[src/rtl/core/huffman_code_bit_packer_assert.svh]
// Assertion macros shared by the bit packer RTL.
`ifndef HUFFMAN_CODE_BIT_PACKER_ASSERT_SVH
`define HUFFMAN_CODE_BIT_PACKER_ASSERT_SVH

`ifndef ASSERT_OFF
// Checked on every rising edge of clk_i while reset is released.
`define HCBP_ASSERT(label, prop, msg) \
  label: assert property (@(posedge clk_i) disable iff (!rst_ni) prop) else $error(msg);
// Checked on every rising edge of clk_i, during reset too.
`define HCBP_ASSERT_ALWAYS(label, prop, msg) \
  label: assert property (@(posedge clk_i) prop) else $error(msg);
`else
`define HCBP_ASSERT(label, prop, msg)
`define HCBP_ASSERT_ALWAYS(label, prop, msg)
`endif

`endif

[src/rtl/core/hcbp_ram.sv]
// Generic single-port RAM with a registered read port.
`default_nettype none

module hcbp_ram #(
  parameter int unsigned WIDTH = 8,
  parameter int unsigned DEPTH = 256
) (
  input  wire logic                     clk_i,
  input  wire logic                     en_i,
  input  wire logic                     we_i,
  input  wire logic [$clog2(DEPTH)-1:0] addr_i,
  input  wire logic [WIDTH-1:0]         wdata_i,
  output logic      [WIDTH-1:0]         rdata_o
);

  logic [WIDTH-1:0] mem_q [DEPTH];

  always_ff @(posedge clk_i) begin
    if (en_i) begin
      if (we_i) begin
        mem_q[addr_i] <= wdata_i;
      end else begin
        rdata_o <= mem_q[addr_i];
      end
    end
  end

endmodule

`default_nettype wire

[config.mk]
export PLATFORM = sky130hd
export DESIGN_NAME = hcbp_ram
export DESIGN_NICKNAME = d
export VERILOG_FILES = /design/src/rtl/core/huffman_code_bit_packer_assert.svh /design/src/rtl/core/hcbp_ram.sv
export SDC_FILE = /design/constraint.sdc
export NUM_CORES = 2
export LEC_CHECK = 0
export ABC_AREA = 1
export BUFFER_PORTS_ARGS = -buffer_cell sky130_fd_sc_hd__buf_2
export CORE_UTILIZATION = 55
export DETAILED_ROUTE_END_ITERATION = 10
export PLACE_DENSITY = 0.73
export SLEW_MARGIN = 20
export SYNTH_ARGS = -nofsm -noshare
export SYNTH_HDL_FRONTEND = slang
export SYNTH_SLANG_ARGS = --single-unit
[constraint.sdc]
create_clock -name clk_i -period 2.8 [get_ports clk_i]
set_input_delay 0.42 -clock clk_i [delete_from_list [all_inputs] [get_ports clk_i]]
set_output_delay 0.42 -clock clk_i [all_outputs]
set_load 0.05 [all_outputs]
* Yosys cells after proc, flatten, opt, wreduce, memory -nomap -nowiden
Memories as Yosys holds them, arrays and structs flattened. A register that Yosys moved wholly into a read port is not among the register bits.
Cells that the tools add are included.
** Operators by class
- Bitwise logic cells :: 1
- Multiplexer cells :: 3
- Reductions and logical operators :: 1
** Operators with widths (count)
- 1-bit 2-to-1 mux :: 3
- 2-bit AND reduction :: 1
- 1-bit inverter :: 1
** Storage, ports and cells
- Word-level logic and storage cells :: 6
- Memories :: 1
- Bits in writable memories :: 2048
- Flip-flop bits (word level) :: 0
- Bits of input ports :: 19
** Memories
- mem_q :: depth 256, bits a word 8, read ports 1, clocked after memory_dff 1, wr ports 1, RTL line hcbp_ram.sv:16 : logic [WIDTH-1:0] mem_q [DEPTH];

* Logic depth before layout (Yosys ltp)
- Depth after elaboration :: 3
- Gate-level depth with buffers :: 17
- Depth with buffers taken out :: 13

* Worst setup path before layout
OpenSTA, ideal clock, no wires.
- Path kind :: input to register
- Start :: input addr_i[0]
- End :: memory mem_q[97][0], enable pin
- Required time :: 2.430 ns
- Path slack :: 0.455 ns
- Stages on the path :: 7
- Library setup time :: 0.370 ns
- Path buffers :: 5
- Arrival time :: 1.975 ns
- Path through :: buf_2 -> buf_4 -> buf_4 -> clkbuf_1 -> nand4_1 -> clkbuf_1 -> nor2_1
** RTL lines
- from (decl) :: RTL line hcbp_ram.sv:11 : input wire logic [$clog2(DEPTH)-1:0] addr_i,
- to (decl) :: RTL line hcbp_ram.sv:16
No word-level cell before the write port.

==> metrics.yaml <==
whs_ns: 0.0553
cts_max_level: 4
grt_overflow: 0
power_density_nw_per_um2: 650
status: "completed"
tritoncts: "done"
setup.worst_path.end_class: "register"
p_leak_nw: 39.2
cap_violations: 0
async_reset_ff_share_pct: 0
crit_type: "register to register"
ys_ff_latch: 2056
ant_nets: 0
cts-root-buf: "clkbuf_16"
via_per_inst: 5.57
drive_gt1_share_pct: 10.2
port-buffer-count: 26
synth_cell_types: 14
clk_pin_slew_ns: 0.06
wl_mm: 223
nNetsFinal: 8339
coreArea_um2: 152000
synthCells: 7960
grt_start_max_net_pins: 89
fill_cells: 11400
vdd_ir_drop_max_v: 0.000735
finalMaxSlewViolations: 0
rsz0062_at_grt: "false"
worstPathRequired_ns: 3.38
synth_edf_count: 2056
synth_top_cell_area_share_pct: 72.8
netlist_area_um2: 84800
clock_skew_ns: 0.0245
fin_crit_ns: 2.36
yosysMostFrequentCell: "nand2_1"
synth_fp_nets: 7979
track_usage_pct: 28.7
crit_fanout: 1
io_pins: 27
place_congestion: 0.911
die_w_um: 395
synth_top_cells_by_area: "edfxtp_1, nand2_1, nor2_1, nand3_1, buf_2"
start_util_pct: 55.7
clock_latency_ns: 0.83
hold_class: "input port to register"
clock-sinks: 2056
grt_pass1_vias: 56500
syn_to_final_growth_pct: 14.7
synth_seq_area_share_pct: 72.8
hpwlAfterDp_mm: 135
relSlewSlack_pct: 44.4
route.detailed.drc: 0
syn_area_per_cell_um2: 10.7
setup-violations-final: 0
post_drt_wl_per_cell_um: 21.3
tightest_slew_ns: 0.834
grt_pass1_wl_mm: 338
clockBufferDepth: 3
synth_commonest_cells: "nand2_1, edfxtp_1, nor2_1"
die_area_um2: 156000
fmax_ghz: 0.424
synthFlopType: "edfxtp_1"
num_antenna_cells: 0
fin_crit_sh_pct: 84.2
drt_iter0_markers: 7024
start_kind: "register"
yosys_warnings: 0
cts_buffers: 195
post_cts_resized: 0
die_y_um: 395
fp-row-count: 143
cts_setup_buffers: 0
arrival_ns: 2.94
power_w: 0.0633
vias: 58600
drt-pass1-iter-count: 6
antenna_found_initial: 3
yosysTopAreaCell: "edfxtp_1"
hold_violations: 0
path summary, 6_finish.rpt:
check	slack (ns)	depth (start not counted)	end	from
worst min-delay path	0.06	1	mem_q[20][5]	wdata_i[5]
worst max-delay path	0.44	13	rdata_o[4]	mem_q[49][4]
worst min register to register	1.01	10	rdata_o[3]	mem_q[106][3]
worst max register to register	0.44	13	rdata_o[4]	mem_q[49][4]
cells in the final DEF (no fill, tap or decap), drive strengths merged:
master | synthesis | layout
nand4 | 40 | 40
clkinv | 2 | 88
nand3 | 256 | 256
inv | 14 | 21
edfxtp | 2056 | 2056
bufinv | 0 | 13
nor2 | 345 | 345
buf | 263 | 585
clkinvlp | 0 | 1
nand2 | 4695 | 4695
o21ai | 128 | 128
clkbuf | 161 | 249
dlygate4sd3 | 0 | 2
registers in the layout, indices dropped and copies added (netlist names):
name and flops:
rdata_o 8, mem_q 2048
through the flow:
step	std cells	setup slack [ns]	area (µm²)	utilization (%)	TNS, ns
after floorplan	7960	0.455	84800	-	0
after global routing	10500	0.416	97300	63.8	0
after global placement	10200	-0.300	91100	59.8	-1.82
final	10500	0.444	97300	63.8	0
after detailed placement	10200	-0.329	91100	59.8	-1.95
after CTS	10500	0.499	97300	63.8	0
cell families after synthesis:
group                  Yosys count  synth area share (%)
AO/OA/AOI/OAI                  128                 0.755
buffers and inverters          440                  2.36
flip-flops                    2056                  72.8
AND/OR/NAND/NOR               5336                  24.1
cell type report:
type / count / area [µm²] / area share [%]
Tap cell: 2030 / 2540 / 2.61
Timing Repair Buffer: 587 / 5620 / 5.78
Multi-Input combinational cell: 5464 / 21200 / 21.8
Inverter: 16 / 85.1 / 0.0875
Clock inverter: 107 / 902 / 0.927
Sequential cell: 2056 / 61700 / 63.5
Clock buffer: 249 / 5210 / 5.36
worst max-delay path, stage by stage, from the launching register on:
cell,delay [ns]
edfxtp_1,0.40
nand2_1,0.08
nand2_1,0.06
nand2_1,0.06
nand2_1,0.05
nand2_1,0.07
nand2_1,0.12
o21ai_1,0.32
nand2_1,0.13
nor2_1,0.37
buf_4,0.19
nor2_1,0.04
nor2_1,0.16
nand2_1,0.06
power by group:
group          internal [W]  total, W  switching, W
logic               0.00104   0.00390       0.00286
registers            0.0339    0.0339     0.0000246
clock network        0.0143    0.0255        0.0111
total                0.0492    0.0633        0.0140
metal layers:
layer / share of wire, % / vias up / global-route usage [%] / wire length (µm)
met5: 0.0090 / - / 0 / 20
met4: 4.1 / 4 / 11.7 / 9210
met3: 10 / 495 / 4.65 / 22300
met2: 47 / 3161 / 45.5 / 104000
met1: 39 / 27900 / 39.7 / 87700
li1: - / 27000 / - / -
repair_timing:
| action | CTS | global route |
|---|---|---|
| hold endpoints to repair | 24 | 0 |
| endpoints found under the setup margin | 0 | 0 |
| hold buffers | 2 | 0 |
(Power assumes the default switching activity.)
