--- src/rtl/core/huffman_code_bit_packer_assert.svh ---
// Assertion macros shared by the bit packer RTL.
`ifndef HUFFMAN_CODE_BIT_PACKER_ASSERT_SVH
`define HUFFMAN_CODE_BIT_PACKER_ASSERT_SVH

`ifndef ASSERT_OFF
// Checked on every rising edge of clk_i while reset is released.
`define HCBP_ASSERT(label, prop, msg) \
  label: assert property (@(posedge clk_i) disable iff (!rst_ni) prop) else $error(msg);
// Checked on every rising edge of clk_i, during reset too.
`define HCBP_ASSERT_ALWAYS(label, prop, msg) \
  label: assert property (@(posedge clk_i) prop) else $error(msg);
`else
`define HCBP_ASSERT(label, prop, msg)
`define HCBP_ASSERT_ALWAYS(label, prop, msg)
`endif

`endif

--- src/rtl/core/hcbp_pkg.sv ---
// Package with the constants and types of the Huffman code bit packer.
`default_nettype none

package hcbp_pkg;

  // Default sizes of the symbol alphabet and of the longest code.
  localparam int unsigned ALPHABET_SIZE_DEF = 256;
  localparam int unsigned MAX_CODE_BITS_DEF = 32;

  // Bits in one packed output byte.
  localparam int unsigned BYTE_W = 8;

  // Operation carried by an input transaction.
  typedef enum logic {
    FUNC_LOAD   = 1'b0,
    FUNC_ENCODE = 1'b1
  } hcbp_func_e;

  // Control handed from the packing stage to the byte emitter.
  typedef struct packed {
    logic load;
    logic final_mark;
  } hcbp_emit_ctl_t;

endpackage

`default_nettype wire

--- src/rtl/core/hcbp_if.sv ---
// Handshake interfaces for the symbol input and the packed byte output.
`default_nettype none


interface hcbp_out_if;
  logic       valid;
  logic       ready;
  logic [7:0] packed_byte;
  logic       stream_final;
  logic       run_last;

  modport source (output valid, packed_byte, stream_final, run_last, input ready);
  modport sink   (input valid, packed_byte, stream_final, run_last, output ready);
endinterface

`default_nettype wire

--- src/rtl/core/hcbp_emit.sv ---
// Byte emitter: holds one encode transaction's bytes, sends one per cycle while ready.
`default_nettype none
`include "huffman_code_bit_packer_assert.svh"

module hcbp_emit import hcbp_pkg::*; #(
  parameter int unsigned GRP_N = 5
) (
  input  wire logic                         clk_i,
  input  wire logic                         rst_ni,
  input  wire hcbp_emit_ctl_t               ctl_i,
  input  wire logic [BYTE_W-1:0]            bytes_i [GRP_N],
  input  wire logic [$clog2(GRP_N)-1:0]     last_i,
  output logic                              free_o,
  hcbp_out_if.source                        out_o
);

  localparam int unsigned IW = $clog2(GRP_N);

  logic [BYTE_W-1:0] byte_q [GRP_N];
  logic [IW-1:0]     idx_q, idx_d;
  logic [IW-1:0]     last_q;
  logic              fin_q;
  logic              valid_q, valid_d;
  logic              pop, done;

  assign pop    = valid_q && out_o.ready;
  assign done   = pop && (idx_q == last_q);
  assign free_o = !valid_q || done;

  always_comb begin
    valid_d = valid_q;
    idx_d   = idx_q;
    if (ctl_i.load) begin
      valid_d = 1'b1;
      idx_d   = '0;
    end else if (done) begin
      valid_d = 1'b0;
    end else if (pop) begin
      idx_d = idx_q + 1'b1;
    end
  end

  always_ff @(posedge clk_i or negedge rst_ni) begin
    if (!rst_ni) begin
      valid_q <= 1'b0;
      idx_q   <= '0;
    end else begin
      valid_q <= valid_d;
      idx_q   <= idx_d;
    end
  end

  always_ff @(posedge clk_i) begin
    if (ctl_i.load) begin
      byte_q <= bytes_i;
      last_q <= last_i;
      fin_q  <= ctl_i.final_mark;
    end
  end

  assign out_o.valid        = valid_q;
  assign out_o.packed_byte  = byte_q[idx_q];
  assign out_o.run_last     = (idx_q == last_q);
  assign out_o.stream_final = fin_q && (idx_q == last_q);

  // A new group may only arrive when the current one is finished.
  `HCBP_ASSERT(a_load_when_free, ctl_i.load |-> free_o, "emitter loaded while busy")
  // The read index never passes the last byte of the group.
  `HCBP_ASSERT(a_idx_bound, valid_q |-> (idx_q <= last_q), "emitter index out of range")
  // Taking the last byte without a new group empties the emitter.
  `HCBP_ASSERT(a_done_empties, (done && !ctl_i.load) |=> !valid_q,
               "emitter did not empty after last byte")

endmodule

`default_nettype wire

--- src/flat_wrapper.sv ---
// flat-port wrapper written by rule: the top's interface ports become plain ports
module hcbp_emit_flat import hcbp_pkg::*;
#(
  parameter int unsigned GRP_N = 5
)
  (clk_i, rst_ni, ctl_i, bytes_i, last_i, free_o, out_o_valid, out_o_packed_byte, out_o_stream_final, out_o_run_last, out_o_ready);
  hcbp_out_if out_o_i ();
  input  wire logic clk_i;
  input  wire logic rst_ni;
  input  wire hcbp_emit_ctl_t ctl_i;
  input  wire logic [BYTE_W-1:0] bytes_i[GRP_N];
  input  wire logic [$clog2(GRP_N)-1:0] last_i;
  output logic free_o;
  output wire logic [$bits(out_o_i.valid)-1:0] out_o_valid;
  output wire logic [$bits(out_o_i.packed_byte)-1:0] out_o_packed_byte;
  output wire logic [$bits(out_o_i.stream_final)-1:0] out_o_stream_final;
  output wire logic [$bits(out_o_i.run_last)-1:0] out_o_run_last;
  input wire logic [$bits(out_o_i.ready)-1:0] out_o_ready;
  assign out_o_valid = out_o_i.valid;
  assign out_o_packed_byte = out_o_i.packed_byte;
  assign out_o_stream_final = out_o_i.stream_final;
  assign out_o_run_last = out_o_i.run_last;
  assign out_o_i.ready = out_o_ready;
  hcbp_emit #(.GRP_N(GRP_N)) u_core (.clk_i(clk_i), .rst_ni(rst_ni), .ctl_i(ctl_i), .bytes_i(bytes_i), .last_i(last_i), .free_o(free_o), .out_o(out_o_i));
endmodule
--- config.mk ---
export PLATFORM = sky130hd
export DESIGN_NAME = hcbp_emit_flat
export DESIGN_NICKNAME = d
export VERILOG_FILES = /design/src/rtl/core/hcbp_pkg.sv /design/src/rtl/core/hcbp_if.sv /design/src/rtl/core/hcbp_emit.sv /design/src/flat_wrapper.sv
export VERILOG_INCLUDE_DIRS = /design/src /design/src/rtl/core
export SDC_FILE = /design/constraint.sdc
export NUM_CORES = 1
export LEC_CHECK = 0
export ABC_AREA = 1
export BUFFER_PORTS_ARGS = -buffer_cell sky130_fd_sc_hd__buf_2
export CAP_MARGIN = 20
export CORE_MARGIN = 2
export CORE_UTILIZATION = 27
export CTS_CLUSTER_DIAMETER = 50
export CTS_CLUSTER_SIZE = 14
export DETAILED_ROUTE_END_ITERATION = 10
export HOLD_SLACK_MARGIN = 0.15
export PLACE_DENSITY = 0.57
export SETUP_SLACK_MARGIN = 0.4
export SLEW_MARGIN = 25
export SYNTH_ARGS = -nofsm -noshare
export SYNTH_HDL_FRONTEND = slang
export SYNTH_SLANG_ARGS = --single-unit
--- constraint.sdc ---
create_clock -name clk_i -period 1.5 [get_ports clk_i]
set_input_delay 0.3 -clock clk_i [delete_from_list [all_inputs] [get_ports clk_i]]
set_output_delay 0.3 -clock clk_i [all_outputs]
set_load 0.05 [all_outputs]
Word level (Yosys, flattened, before mapping):

Index checks and enable logic that the tools add are counted.
Widths: inputs -> output; s select.

* word-level logic and storage cells: 30
* flip-flop bits (word level): 48

* equality and inequality tests: 2
* magnitude comparators: 1
* bitwise operators: 1
* add/sub/neg operators: 1
* mux-type cells: 8
* reductions and logical operators: 8

Operators with widths (number)
* $bmux 8 s3: 1
* $mux 8: 2
* $mux 3: 3
* $ge 4x4->1 const B: 1
* $not 3->4: 1
* $reduce_bool 2->1: 2
* $add 3x1->3 const B: 1
* $eq 3x3->1: 1
* $logic_and 1x1->1: 3
* $mux 1: 2
* $ne 2x2->1 const B: 1
* $reduce_and 2->1: 1
* $logic_not 1->1: 1
* $logic_or 1x1->1: 1

Logic depth before layout (Yosys ltp):

* word-level depth: 4
* depth in mapped cells: 8
* depth with buffers taken out: 7

Worst setup path after synthesis:

Ideal clock, no wire load.

* path kind: flip-flop to output port
* start point: reg u_core.idx_q[1]
* end point: out out_o_packed_byte[0]
* required time: 1.200 ns
* path buffers: 1
* cell stages (with the launch flop): 5
* path slack: -0.757 ns
* data arrival time: 1.957 ns
* path through: dfrtp_1 buf_4 clkinv_2 nand3_1 o21ai_0

* word-level cells in the longest chain between the ends: 4

RTL lines
* start: declaration: RTL line hcbp_emit.sv:20 `logic [IW-1:0] idx_q, idx_d;`
* start signal: assignment: RTL line hcbp_emit.sv:49 `idx_q <= idx_d;`
* $not 3->4 (not written as such): RTL line hcbp_emit.sv:62 `assign out_o.packed_byte = byte_q[idx_q];`
* $bmux 8 s3: RTL line hcbp_emit.sv:62
* $mux 8 (not written as such) (2 in series): RTL line hcbp_emit.sv:62
* end: declaration: RTL line flat_wrapper.sv:15 `output wire logic [$bits(out_o_i.packed_byte)-1:0] out_o_packed_byte;`

Every way passes these cells. The select of a mux whose other input is x is not followed.

Worst setup path in the final report:

* start point: reg u_core.idx_q[0]
* end point: out out_o_packed_byte[7]

The elaborated chain is that of the path after synthesis.

==> out/metrics.cfg <==
[global_routing]
antenna_found_initial=0
grt_pass1_wl_um=6960
grt_pass1_vias=1451
grt_usage_pct=12.0
grt_max_degree=29
grt-ovfl-total=0

[setup_path]
cp.depth=6
cp.arrival_ns=1.48
crit_family=buffers and inverters
rr_startpoint=u_core.idx_q[0]$_DFFE_PN0P_
cp_slowest_cell=dfrtp_1
crit_fanout=5
critPathLaunchType=flop
critical_path_buf_inv_count=4
crit_start=u_core.idx_q[0]$_DFFE_PN0P_
rrSetupSlack_ns=-0.09
path_common_cell=buf_6
cp.required_ns=1.20
r2r_end=u_core.idx_q[0]$_DFFE_PN0P_
crit_path_end=out_o_packed_byte[7]
cp-end-kind=output port
max_stage_delay_ns=0.40
cp_cell_sequence=buf_8 > clkinv_8 > nand3_4 > buf_6 > o21ai_4 > buf_6
reg2reg_depth=11
path_class=reg2out

[finish]
final_core_utilization_pct=41.7
syn2layout_area_growth_pct=51.8
final_nets=294
diodes=0
finalNonFillerCells=345
drive_gt1_share_pct=50.0

[floorplan]
initial_core_util_pct=27.5
io_pins=60
dieWidth_um=89.4
core_um2=7180
die_height_um=89.4
rows=31
die_area_um2=8000

[logic_synthesis]
ys_ff_latch=48
ys_seq_area_share_pct=72.1
synth.net_count=207
synth_top_area_share_pct=67.0
syn_area_um2=1970
synth_top_area_cell=edfxtp_1
synth_warnings=0
synth.area.top_cells=edfxtp_1, nand2_1, nand3_1
synth.distinct_cells=22
synthCells=158
postSynthAreaPerCell_um2=12.5

[timing]
slew_headroom_pct=76.4
max_freq_mhz=561
fin_crit_sh_pct=119
hold_viol=0
tns_ns=-3.08
finClkSkew_ns=0.000333
fin_ws_ns=-0.284
slew_violations=0
period_minus_slack_ns=1.78
finalSetupViolCount=14
rsz0062_at_grt=true
max_slew.worst_pin.slew_ns=0.354
whs_ns=0.162

[route]
vias=1457
antenna_left=0
wl_per_cell_um=13.0
avgViaCountPerCell=4.22
drt_iter0_drc=53
routed_wl_um=4490
firstDrtPassIters=3
drc=0

[clock_network]
cts_root_buf=clkbuf_8
cts_tree=built
htree_levels=2
cts_made_buffers=5
clk_latency_ns=0.30
clkSinkCount=48
cts_buffer_depth=2
path_clk_slew_ns=0.09

[place]
pre_cts_ws_ns=-0.111
dp.cells=326
numPortBuffers=59
hpwlAfterDp_um=3120
place_congestion=0.770

[flow_run]
cap_violations=0

[power]
p_leak_nw=1.27
power_density_nw_per_um2=1110
ir_drop_v=0.000514

[min_path]
hold_path.class=in2reg

[status]
outcome=finished, violations left
violations=negative setup slack

-- cell usage after synthesis --
cell type,n
inv_1,14
buf_2,2
nand4_1,3
o21ai_1,1
dfrtp_1,4
nand2_2,4
inv_2,1
o21ai_0,7
nand2_1,42
edfxtp_1,44
buf_6,1
o21ai_2,1
ha_1,1
xnor2_2,1
nand3_4,1
nand3_1,25
xor2_1,1
clkinv_4,1
a21oi_4,1
clkinv_2,1
buf_4,1
nor2_1,1
-- cells by family after synthesis --
kind of cell	share of synthesized area [%]
flops	72.1
buf+inv	5.02
xor+xnor	1.27
compound gates	3.30
fa+ha+maj	0.635
simple gates	17.7
-- per-stage QoR --
stage	total power [mW]	instance area, um^2
after floorplan	2.18	2120
after global placement	2.41	2630
after detailed placement	2.42	2630
after CTS	3.32	2890
after global routing	3.48	2990
final	3.32	2990
-- power by group --
group | switching [mW] | internal (mW)
combinational | 0.558 | 0.387
sequential | 0.0426 | 1.58
clock | 0.434 | 0.324
total | 1.04 | 2.29
-- per-layer routing --
metal	vias up	GRT usage (%)	routed length (um)
met4	0	5.70	116
li1	724	-	-
met5	-	0	0
met1	678	15.0	1970
met3	12	3.23	225
met2	43	19.2	2180
-- timing repair --
item,in CTS,in global routing
gates cloned,2,1
buffers inserted,4,1
resized for setup,37,10
hold buffers,1,2
pin swaps,14,9
setup endpoints to repair,16,16
endpoints found under the hold margin,4,2
-- layout by cell type, fill, tap and decap left out, drive strengths merged --
master | synthesis | final
nand3 | 26 | 26
dlygate4sd3 | 0 | 3
clkbuf | 0 | 7
dfrtp | 4 | 4
nand4 | 3 | 3
edfxtp | 44 | 44
nand2 | 46 | 46
inv | 15 | 14
nor2 | 1 | 1
xnor2 | 1 | 1
a21oi | 1 | 1
ha | 1 | 1
buf | 4 | 78
o21ai | 9 | 9
clkinvlp | 0 | 2
clkinv | 2 | 5
xor2 | 1 | 1
-- worst reg2reg max path, cell delays in order, from the launching register on --
cell and delay [ns]:
dfrtp_1 0.40, buf_8 0.16, clkinv_8 0.06, nand2_4 0.04, nand2_4 0.06, nand3_4 0.11, buf_4 0.16, buf_4 0.12
buf_4 0.14, a21oi_4 0.13, nand2_1 0.06, nand2_1 0.07
-- flip-flops by register name (all words and copies together), names as in the netlist --
register and cells:
u_core.idx_q 3, u_core.last_q 3, u_core.byte_q 40, u_core.fin_q 1
u_core.out_o.valid 1
-- worst min-delay path by stage --
stage | startpoint | end | slack (ns) | cells past startpoint
5_1_grt | bytes_i[39] | u_core.byte_q[39]$_DFFE_PP_ | 0.15 | 1
3_3_place_gp | rst_ni | u_core.out_o.valid$_DFFE_PN0P_ | 0.12 | 1
3_5_place_dp | rst_ni | u_core.idx_q[1]$_DFFE_PN0P_ | 0.12 | 1
4_1_cts | bytes_i[20] | u_core.byte_q[20]$_DFFE_PP_ | 0.15 | 1
2_1_floorplan | rst_ni | u_core.idx_q[0]$_DFFE_PN0P_ | 0.004 | 0
6_report | bytes_i[31] | u_core.byte_q[31]$_DFFE_PP_ | 0.16 | 1
-- cell type report --
type	instances	area [um^2]
Timing Repair Buffer	82	618
Clock buffer	6	72.6
Inverter	17	92.6
Timing Repair inverter	2	17.5
Clock inverter	2	11.3
Multi-Input combinational cell	89	631
Fill cell	708	4180
Sequential cell	48	1430
Tap cell	99	124
Note: power is estimated with default switching activity, not from simulation.
